==> config.mk <==
export PLATFORM = sky130hd
export DESIGN_NAME = arx_block_cipher_64_256_core
export DESIGN_NICKNAME = d
export VERILOG_FILES = /design/src/rtl/arxbc_pkg.sv /design/src/rtl/arxbc_ram.sv /design/src/rtl/arx_block_cipher_64_256_core.sv
export SDC_FILE = /design/constraint.sdc
export NUM_CORES = 2
export LEC_CHECK = 0
export BUFFER_PORTS_ARGS = -buffer_cell sky130_fd_sc_hd__buf_4
export CAP_MARGIN = 15
export CORE_MARGIN = 2
export CORE_UTILIZATION = 25
export CTS_CLUSTER_SIZE = 12
export DETAILED_ROUTE_END_ITERATION = 8
export SLEW_MARGIN = 15
export SYNTH_ARGS = -nofsm -noshare
export SYNTH_HDL_FRONTEND = slang
export SYNTH_SLANG_ARGS = --single-unit
export TNS_END_PERCENT = 5
==> constraint.sdc <==
create_clock -name clk -period 7.58 [get_ports clk]
set_clock_uncertainty 0.15 [all_clocks]
set_input_delay 0 -clock clk [delete_from_list [all_inputs] [get_ports clk]]
set_output_delay 0 -clock clk [all_outputs]
set_load 0.01 [all_outputs]
==> src/rtl/arxbc_pkg.sv <==
`default_nettype none

package arxbc_pkg;

	localparam int unsigned WORD_W = 32;
	localparam int unsigned BLOCK_W = 64;
	localparam int unsigned NUM_KEY_WORDS = 8;
	localparam int unsigned KEY_SEL_W = 3;
	localparam int unsigned NUM_KEY_REGS = 4;
	localparam int unsigned CFG_IDX_W = 8;
	localparam int unsigned ROT_KEY = 3;
	localparam int unsigned ROT_LEFT_WORD = 2;
	localparam int unsigned ROT_RIGHT_WORD = 7;

	typedef logic [WORD_W-1:0] word_t;

	typedef enum logic [2:0] {
		ST_LOAD,
		ST_EXPAND,
		ST_IDLE,
		ST_RUN,
		ST_FINISH
	} state_t;

	function automatic word_t rol_key(input word_t v);
		return {v[WORD_W-ROT_KEY-1:0], v[WORD_W-1:WORD_W-ROT_KEY]};
	endfunction

	function automatic word_t rol_right(input word_t v);
		return {v[WORD_W-ROT_RIGHT_WORD-1:0], v[WORD_W-1:WORD_W-ROT_RIGHT_WORD]};
	endfunction

	function automatic word_t ror_right(input word_t v);
		return {v[ROT_RIGHT_WORD-1:0], v[WORD_W-1:ROT_RIGHT_WORD]};
	endfunction

	function automatic word_t rol_left(input word_t v);
		return {v[WORD_W-ROT_LEFT_WORD-1:0], v[WORD_W-1:WORD_W-ROT_LEFT_WORD]};
	endfunction

	function automatic word_t ror_left(input word_t v);
		return {v[ROT_LEFT_WORD-1:0], v[WORD_W-1:ROT_LEFT_WORD]};
	endfunction

endpackage

`default_nettype wire

==> src/rtl/arxbc_ram.sv <==
`default_nettype none

module arxbc_ram #(
	parameter int unsigned WIDTH = 32,
	parameter int unsigned DEPTH = 32
) (
	input  wire logic                     clk,
	input  wire logic                     we,
	input  wire logic [$clog2(DEPTH)-1:0] waddr,
	input  wire logic [WIDTH-1:0]         wdata,
	input  wire logic [$clog2(DEPTH)-1:0] raddr,
	output logic      [WIDTH-1:0]         rdata
);

	logic [WIDTH-1:0] mem [DEPTH];

	always_ff @(posedge clk) begin
		if (we) begin
			mem[waddr] <= wdata;
		end
		rdata <= mem[raddr];
	end

endmodule

`default_nettype wire

==> src/rtl/arx_block_cipher_64_256_core.sv <==
// 64-bit add-rotate-xor block cipher with a 256-bit key, one block at a time.
// The key is written through the configuration channel (cfg_valid, cfg_ready,
// cfg_index, cfg_data) as four 64-bit registers, index 0 to 3; writes to
// other indexes are ignored. Every key write, and reset, starts an expansion
// of the round keys into the round key memory; in_ready stays low meanwhile.
// Reset loads the all-zero key. An input beat (in_valid, in_ready, cmd,
// block_in) carries one block and a command: 0 encrypts, 1 decrypts. One
// round is computed per cycle, the round key being read from the memory in
// the cycle before its round. After the last round the result is written to
// the output register, and a new block can be taken no sooner than that,
// together with the write; a block is not taken while one is in the rounds.
// The output register holds its beat until out_ready is high. A block can be
// accepted while a result waits; if the previous result is still held when
// the next one finishes, the core waits with in_ready low until it is taken.
`default_nettype none

module arx_block_cipher_64_256_core
	import arxbc_pkg::*;
#(
	parameter int unsigned NUM_ROUNDS = 32
) (
	input  wire logic                 clk,
	input  wire logic                 arst_n,
	input  wire logic                 in_valid,
	output logic                      in_ready,
	input  wire logic                 cmd,
	input  wire logic [BLOCK_W-1:0]   block_in,
	output logic                      out_valid,
	input  wire logic                 out_ready,
	output logic      [BLOCK_W-1:0]   block_out,
	input  wire logic                 cfg_valid,
	output logic                      cfg_ready,
	input  wire logic [CFG_IDX_W-1:0] cfg_index,
	input  wire logic [BLOCK_W-1:0]   cfg_data
);

	localparam int unsigned IDX_W = (NUM_ROUNDS > 1) ? $clog2(NUM_ROUNDS) : 1;
	localparam int unsigned CNT_W = $clog2(NUM_ROUNDS + 1);
	localparam int unsigned RAM_DEPTH = 1 << IDX_W;
	localparam logic [CNT_W-1:0] LAST = CNT_W'(NUM_ROUNDS - 1);

	state_t state_q, state_d;

	logic [BLOCK_W-1:0] key_q [NUM_KEY_REGS];
	word_t kw_q [NUM_KEY_WORDS];
	logic [KEY_SEL_W-1:0] kj_q;
	word_t prev_q;
	logic [CNT_W-1:0] cnt_q;
	logic dec_q;
	word_t l_q, r_q;
	logic out_valid_q;
	logic [BLOCK_W-1:0] block_out_q;

	logic cfg_wr, in_acc, slot_free, finish_go;
	logic [CNT_W-1:0] cnt_nxt, cnt_rd;
	logic dir_rd;
	logic [CNT_W-1:0] addr_full;
	logic [IDX_W-1:0] raddr;
	word_t rk;
	word_t kw_sum, exp_val;
	word_t l_enc, r_enc, l_dec, r_dec, l_nxt, r_nxt;

	assign cfg_ready = 1'b1;
	assign cfg_wr = cfg_valid && (cfg_index < CFG_IDX_W'(NUM_KEY_REGS));
	assign slot_free = !out_valid_q || out_ready;
	assign in_acc = in_valid && in_ready;
	assign out_valid = out_valid_q;
	assign block_out = block_out_q;

	always_comb begin
		state_d = state_q;
		in_ready = 1'b0;
		finish_go = 1'b0;
		unique case (state_q)
			ST_LOAD: begin
				state_d = ST_EXPAND;
			end
			ST_EXPAND: begin
				if (cnt_q == LAST) begin
					state_d = ST_IDLE;
				end
			end
			ST_IDLE: begin
				in_ready = 1'b1;
				if (in_valid) begin
					state_d = ST_RUN;
				end
			end
			ST_RUN: begin
				if (cnt_q == LAST) begin
					state_d = ST_FINISH;
				end
			end
			ST_FINISH: begin
				if (slot_free) begin
					finish_go = 1'b1;
					in_ready = 1'b1;
					state_d = in_valid ? ST_RUN : ST_IDLE;
				end
			end
			default: begin
				state_d = ST_LOAD;
			end
		endcase
		if (cfg_wr) begin
			state_d = ST_LOAD;
			in_ready = 1'b0;
		end
	end

	always_ff @(posedge clk or negedge arst_n) begin
		if (!arst_n) begin
			state_q <= ST_LOAD;
		end else begin
			state_q <= state_d;
		end
	end

	// Round key read address: the first round on acceptance, the next round while running.
	assign cnt_nxt = cnt_q + CNT_W'(1);
	assign cnt_rd = in_acc ? '0 : cnt_nxt;
	assign dir_rd = in_acc ? cmd : dec_q;
	assign addr_full = dir_rd ? (LAST - cnt_rd) : cnt_rd;
	assign raddr = addr_full[IDX_W-1:0];

	assign kw_sum = rol_key(kw_q[kj_q]) + prev_q;
	assign exp_val = (cnt_q == '0) ? kw_q[0] : (kw_sum ^ WORD_W'(cnt_q));

	arxbc_ram #(
		.WIDTH(WORD_W),
		.DEPTH(RAM_DEPTH)
	) u_rk_ram (
		.clk  (clk),
		.we   (state_q == ST_EXPAND),
		.waddr(cnt_q[IDX_W-1:0]),
		.wdata(exp_val),
		.raddr(raddr),
		.rdata(rk)
	);

	assign l_enc = (ror_left(l_q) + r_q) ^ rk;
	assign r_enc = rol_right(r_q) ^ l_enc;
	assign r_dec = ror_right(r_q ^ l_q);
	assign l_dec = rol_left((l_q ^ rk) - r_dec);
	assign l_nxt = dec_q ? l_dec : l_enc;
	assign r_nxt = dec_q ? r_dec : r_enc;

	always_ff @(posedge clk or negedge arst_n) begin
		if (!arst_n) begin
			for (int i = 0; i < NUM_KEY_REGS; i++) begin
				key_q[i] <= '0;
			end
			cnt_q <= '0;
			kj_q <= '0;
			out_valid_q <= 1'b0;
		end else begin
			if (cfg_wr) begin
				key_q[cfg_index[1:0]] <= cfg_data;
			end
			if (finish_go) begin
				out_valid_q <= 1'b1;
			end else if (out_ready) begin
				out_valid_q <= 1'b0;
			end
			unique case (state_q)
				ST_LOAD: begin
					cnt_q <= '0;
					kj_q <= '0;
				end
				ST_EXPAND: begin
					cnt_q <= cnt_nxt;
					kj_q <= kj_q + KEY_SEL_W'(1);
				end
				ST_RUN: begin
					cnt_q <= cnt_nxt;
				end
				ST_IDLE, ST_FINISH: begin
					if (in_acc) begin
						cnt_q <= '0;
					end
				end
				default: begin
					cnt_q <= '0;
				end
			endcase
		end
	end

	always_ff @(posedge clk) begin
		if (state_q == ST_LOAD) begin
			for (int i = 0; i < NUM_KEY_WORDS; i++) begin
				kw_q[i] <= key_q[i / 2][(i % 2) * WORD_W +: WORD_W];
			end
		end
		if (state_q == ST_EXPAND) begin
			if (cnt_q != '0) begin
				kw_q[kj_q] <= kw_sum;
			end
			prev_q <= exp_val;
		end
		if (in_acc) begin
			dec_q <= cmd;
			l_q <= block_in[WORD_W-1:0];
			r_q <= block_in[BLOCK_W-1:WORD_W];
		end else if (state_q == ST_RUN) begin
			l_q <= l_nxt;
			r_q <= r_nxt;
		end
		if (finish_go) begin
			block_out_q <= {r_q, l_q};
		end
	end

endmodule

`default_nettype wire

Yosys cells after proc, flatten, opt, wreduce, memory -nomap -nowiden

Memory sizes are Yosys's and may differ from the RTL's. A register that Yosys moved wholly into a read port is not among the register bits.
Cells that the tools add are included.

Order comparisons: 3
Add/sub/neg operators: 6
Equality and inequality tests: 10
Bitwise operators: 6
Reductions and logical operators: 15
Mux-type cells: 39

Operator list:

| cell                                                | number |
|---|---|
| bitwise mux 256 bit                                 | 1 |
| 2-to-1 mux 32 bit                                   | 8 |
| demux 64 bit (select 2 bit)                         | 1 |
| XOR 32 bit                                          | 4 |
| adder 32 bit                                        | 2 |
| 2-to-1 mux 64 bit                                   | 1 |
| OR reduction 32 bit                                 | 1 |
| subtractor 32 bit                                   | 1 |
| XOR 32 x 6 -> 32 bit                                | 1 |
| 2-to-1 mux 3 bit                                    | 6 |
| 2-to-1 mux 1 bit                                    | 15 |
| case mux 3 bit (5 select lines)                     | 1 |
| inequality test 3 bit, second input constant        | 4 |
| case mux 6 bit (2 select lines)                     | 1 |
| 2-to-1 mux 5 bit                                    | 2 |
| < comparator 8 x 3 -> 1 bit, second input constant  | 1 |
| adder 6 x 1 -> 6 bit, second input constant         | 1 |
| equality test 3 x 2 -> 1 bit, second input constant | 2 |
| equality test 6 x 5 -> 1 bit, second input constant | 1 |
| zero test 6 bit                                     | 1 |
| 2-to-1 mux 6 bit                                    | 1 |
| case mux 3 bit (2 select lines)                     | 1 |
| nonzero test 2 bit                                  | 3 |
| nonzero test 6 bit                                  | 1 |
| 15 further kinds                                    | 18 |

Memories kept: 2
RAM bits: 1280
Register bits after elaboration: 430
Input port bits: 142

Memories:

| name         | words | bits a word | rd ports | clocked after Yosys merged registers in | write ports | line                               | source |
|---|---|---|---|---|---|---|---|
| u_rk_ram.mem | 32    | 32          | 1        | 1                                       | 1           | arxbc_ram.sv:15                    | `logic [WIDTH-1:0] mem [DEPTH];` |
| kw_q         | 8     | 32          | 2        | 0                                       | 8           | arx_block_cipher_64_256_core.sv:45 | `word_t kw_q [NUM_KEY_WORDS];` |

Longest topological paths before layout

Depth after elaboration: 9
Mapped depth: 19

Hierarchy

Synthesis repeated with hierarchy kept, for this count alone.

Cells, all modules: 5233
Area, all modules: 75115.8 um^2

By module, submodules not included:

| module                       | seq. area each (um^2) | area an instance (um^2) | cells an instance | instances |
|---|---|---|---|---|
| arxbc_ram                    | 31390.1               | 40485.1                 | 2260              | 1 |
| arx_block_cipher_64_256_core | 19243.5               | 34630.7                 | 2973              | 1 |

Least setup slack after synthesis

OpenSTA, ideal clock, no wires.

Kind: register to register
Start point: register kj_q[2]
End point: register prev_q[30] (data pin)
Clock period less this slack: 5904 ps
Path buffers: 3
Data required time: 6968 ps
Slack: 1676 ps
Cell stages (with the launch flop): 20
Arrival time: 5292 ps
Setup time: 462 ps
Path through: dfrtp_1 > clkbuf_1 > inv_1 > and3_1 > clkbuf_1 > clkbuf_1 > a22oi_1 > nand4_1 > ha_1 > fa_1 > a21o_1 > a21oi_1 > o21bai_1 > a211o_1 > o2bb2ai_1 > o31a_1 > a211o_1 > a31oi_2 > xor2_2 > o21ai_0

Word-level cells in the longest chain between the ends: 4

Ends and longest elaborated chain:

| item                     | line                                | source |
|---|---|---|
| from (decl)              | arx_block_cipher_64_256_core.sv:46  | `logic [KEY_SEL_W-1:0] kj_q;` |
| from (signal assigned)   | arx_block_cipher_64_256_core.sv:172 | `kj_q <= kj_q + KEY_SEL_W'(1);` |
| memory read (8 x 32 bit) | -                                   |  |
| adder 32 bit             | arx_block_cipher_64_256_core.sv:126 | `assign kw_sum = rol_key(kw_q[kj_q]) + prev_q;` |
| XOR 32 x 6 -> 32 bit     | arx_block_cipher_64_256_core.sv:127 | `assign exp_val = (cnt_q == '0) ? kw_q[0] : (kw_sum ^ WORD_W'(cnt_q));` |
| 2-to-1 mux 32 bit        | arx_block_cipher_64_256_core.sv:127 |  |
| named net exp_val[30]    | arx_block_cipher_64_256_core.sv:60  | `word_t kw_sum, exp_val;` |
| to (signal assigned)     | arx_block_cipher_64_256_core.sv:199 | `prev_q <= exp_val;` |
| to (decl)                | arx_block_cipher_64_256_core.sv:47  | `word_t prev_q;` |

The timed path passes the listed nets, and every way through them passes these cells.
A chain may end at the register's enable or synchronous reset.

Worst setup path in the final report

Start point: register kj_q[2]
End point: memory u_rk_ram.mem[7][29] (data pin)

Word-level cells in the longest chain between the ends: 4

Ends and longest elaborated chain:

| item                     | line |
|---|---|
| memory read (8 x 32 bit) | - |
| adder 32 bit             | arx_block_cipher_64_256_core.sv:126 |
| XOR 32 x 6 -> 32 bit     | arx_block_cipher_64_256_core.sv:127 |
| 2-to-1 mux 32 bit        | arx_block_cipher_64_256_core.sv:127 |
| named net exp_val[29]    | arx_block_cipher_64_256_core.sv:60 |
| to (decl)                | arxbc_ram.sv:15 |

The timed path passes the listed nets, and every way through them passes these cells.

==> flow_summary.yaml <==
cells_and_area:
  fin_cells: 10200
  final_common_cell: "edfxtp_1"
  synthToLayoutAreaGrowth_pct: 19.5
  most-common-layout-cells: "edfxtp_1 (1440), nand2_1 (1148), buf_4 (327)"
  final_area_mm2: 0.0887
  num-nets-final: 6353
  post_route_cells_drive_above_1_share: 0.148
sta:
  rsz_0062_raised_after_global_routing: "no"
  timing.slew.headroom: 0.172
  setup_viol: 0
  min_period_ns: 6.03
  fin_crit_sh: 0.796
  hold-worst-slack_ns: 0.0624
  timing_max_transition_violations_final: 0
  worst-slew-pin-transition_ns: 1.24
  max_clock_freq_mhz: 166
  finalSetupTns_ns: 0
  timing_hold_violations_final: 0
route:
  drt_first_pass_iters: 6
  drt-wirelength-per-cell_um: 22.8
  drc_errors: 0
  drtIter0Drc: 6614
  num_vias: 50900
  vias_per_cell: 5.00
  route.antenna.remaining_nets: 0
  drt_wl_total_mm: 233
clocking:
  clk-insertion-delay-late_ns: 0.83
  clock_sinks: 1742
  postCtsResizedCells: 0
  cts_root_buf: "clkbuf_16"
  cts_setup_buffers: 0
  clock_tree.buffer_depth: 4
  post_cts_hold_buffer_count: 255
  clk_pin_slew_ns: 0.07
  cts_made_buffers: 174
  clock_tree_from_tritoncts: "done"
  cts_htree_levels: 4
floorplan:
  dieHeight_um: 549
  die_w_um: 549
  fp-row-count: 200
  die_area_mm2: 0.301
  floorplan.core_area_mm2: 0.296
  io_pins: 209
  initial_core_util: 0.251
yosys:
  synth.avg_cell_area_um2: 13.1
  synth.ff_latch_count: 1742
  mappedNetlistArea_mm2: 0.0742
  postSynthNetCount: 5915
  synthFlopType: "edfxtp_1"
  count_of_cell_types_in_the_netlist: 75
  synth_warnings: 0
  syn-instance-count: 5672
  synth_enable_flop_cells: 1440
  synth-async-reset-ratio: 0.154
  ys_seq_area_frac: 0.682
placement:
  port_buffers: 207
  dp_hpwl_mm: 133
  place.detailed.instances: 9618
  gp_congestion: 0.887
  post_dp_cell_area_mm2: 0.0810
worst_setup_path:
  timing.critical_path.required_ns: 7.85
  timing_worst_setup_path_type: "flop to flop"
  worst_setup_path_end_kind: "flop"
  setup.worst_path.start_class: "flop"
  critPathMaxFanout: 33
  crit_arrival_ns: 6.30
job:
  max_cap_viol_count: 0
grt:
  grt_max_degree: 155
  grt_remaining_overflow: 0
  grt_antenna_before_repair: 27
  grt_pass1_wl_mm: 336
  grt_pass1_vias: 49300
  grt.total_usage: 0.149
status:
  outcome: "completed"
worst_hold_path:
  min-delay-path-class: "input port to flop"
## cell usage after synthesis, drive strengths merged, types with 131 or more instances
cell type | count | share of area
a31oi | 142 | 0.012
a21oi | 131 | 0.0088
edfxtp | 1440 | 0.58
dfrtp | 269 | 0.091
o21ai | 354 | 0.024
nor2 | 150 | 0.0076
nand3 | 287 | 0.019
mux2 | 279 | 0.042
a32oi | 133 | 0.016
mux2i | 141 | 0.019
nand2 | 1158 | 0.059
xnor2 | 131 | 0.015
clkbuf | 221 | 0.011
## area by class of cell
type                    instances  area [µm²]
fillers                     29400      207000
flip-flops and latches       1742       50600
multi-input cells            3569       22700
repair buffers                590        5170
well taps                    3939        4930
clock buffers                 293        4870
clock inverters                13         199
inverters                      33         124
diodes                          8        20.0
## stage by stage
step	util	setup WS, ns
after floorplan	-	1.68
after global placement	0.274	1.49
after detailed placement	0.274	1.41
after CTS	0.299	1.39
after global routing	0.300	1.25
final	0.300	1.55
## sequential cells by signal (all words and copies together) (netlist names)
register / cells
prev_q: 32
l_q: 32
state_q: 3
kw_q: 256
dec_q: 1
r_q: 32
u_rk_ram.mem: 1024
block_out: 64
key_q: 256
u_rk_ram.rdata: 32
out_valid: 1
cnt_q: 6
kj_q: 3
## path summary, 6_finish.rpt
path	startpoint	to	slack (ns)	cells after the start
max reg2reg	kj_q[2]$_DFFE_PN0P_	u_rk_ram.mem[7][29]$_DFFE_PP_	1.55	16
min	block_in[28]	l_q[28]$_DFFE_PP_	0.06	4
max	kj_q[2]$_DFFE_PN0P_	u_rk_ram.mem[7][29]$_DFFE_PP_	1.55	16
min in group asynchronous	arst_n	key_q[87]$_DFFE_PN0P_	0.21	4
max in group asynchronous	arst_n	key_q[191]$_DFFE_PN0P_	5.54	5
min reg2reg	key_q[160]$_DFFE_PN0P_	key_q[160]$_DFFE_PN0P_	0.35	1
## worst max-delay path, cell delays in order, from the launching register on
cell and delay [ns]:
dfrtp_1 0.47, inv_1 0.18, and3_1 0.56, buf_4 0.53, a22oi_1 0.18, nand4_1 0.19, ha_1 0.26, a21oi_1 0.20
o211ai_1 0.13, a32oi_1 0.47, o21ai_1 0.20, a221o_1 0.39, a21bo_2 0.24, a31oi_1 0.23, nand2b_1 0.10, xnor2_1 0.76
o21ai_4 0.38
## per-layer routing
metal | global-route usage | routed length, µm
met5 | 0 | 89
met4 | 0.0387 | 6000
met3 | 0.0291 | 24100
met2 | 0.226 | 102000
met1 | 0.215 | 101000
## kinds of logic after synthesis
logic type,Yosys count,share of synthesized area
AOI/OAI and AO/OA,1046,0.0903
xor gates and xnor gates,214,0.0261
adders and majority gates,101,0.0173
buffers and inverters,361,0.0205
DFF,1742,0.682
muxes,420,0.0614
other,1,0.0000505
and+or+nand+nor,1787,0.102
Power is not shown: default switching activity piles up to over one toggle a cycle in this logic, so the estimate is an artifact.
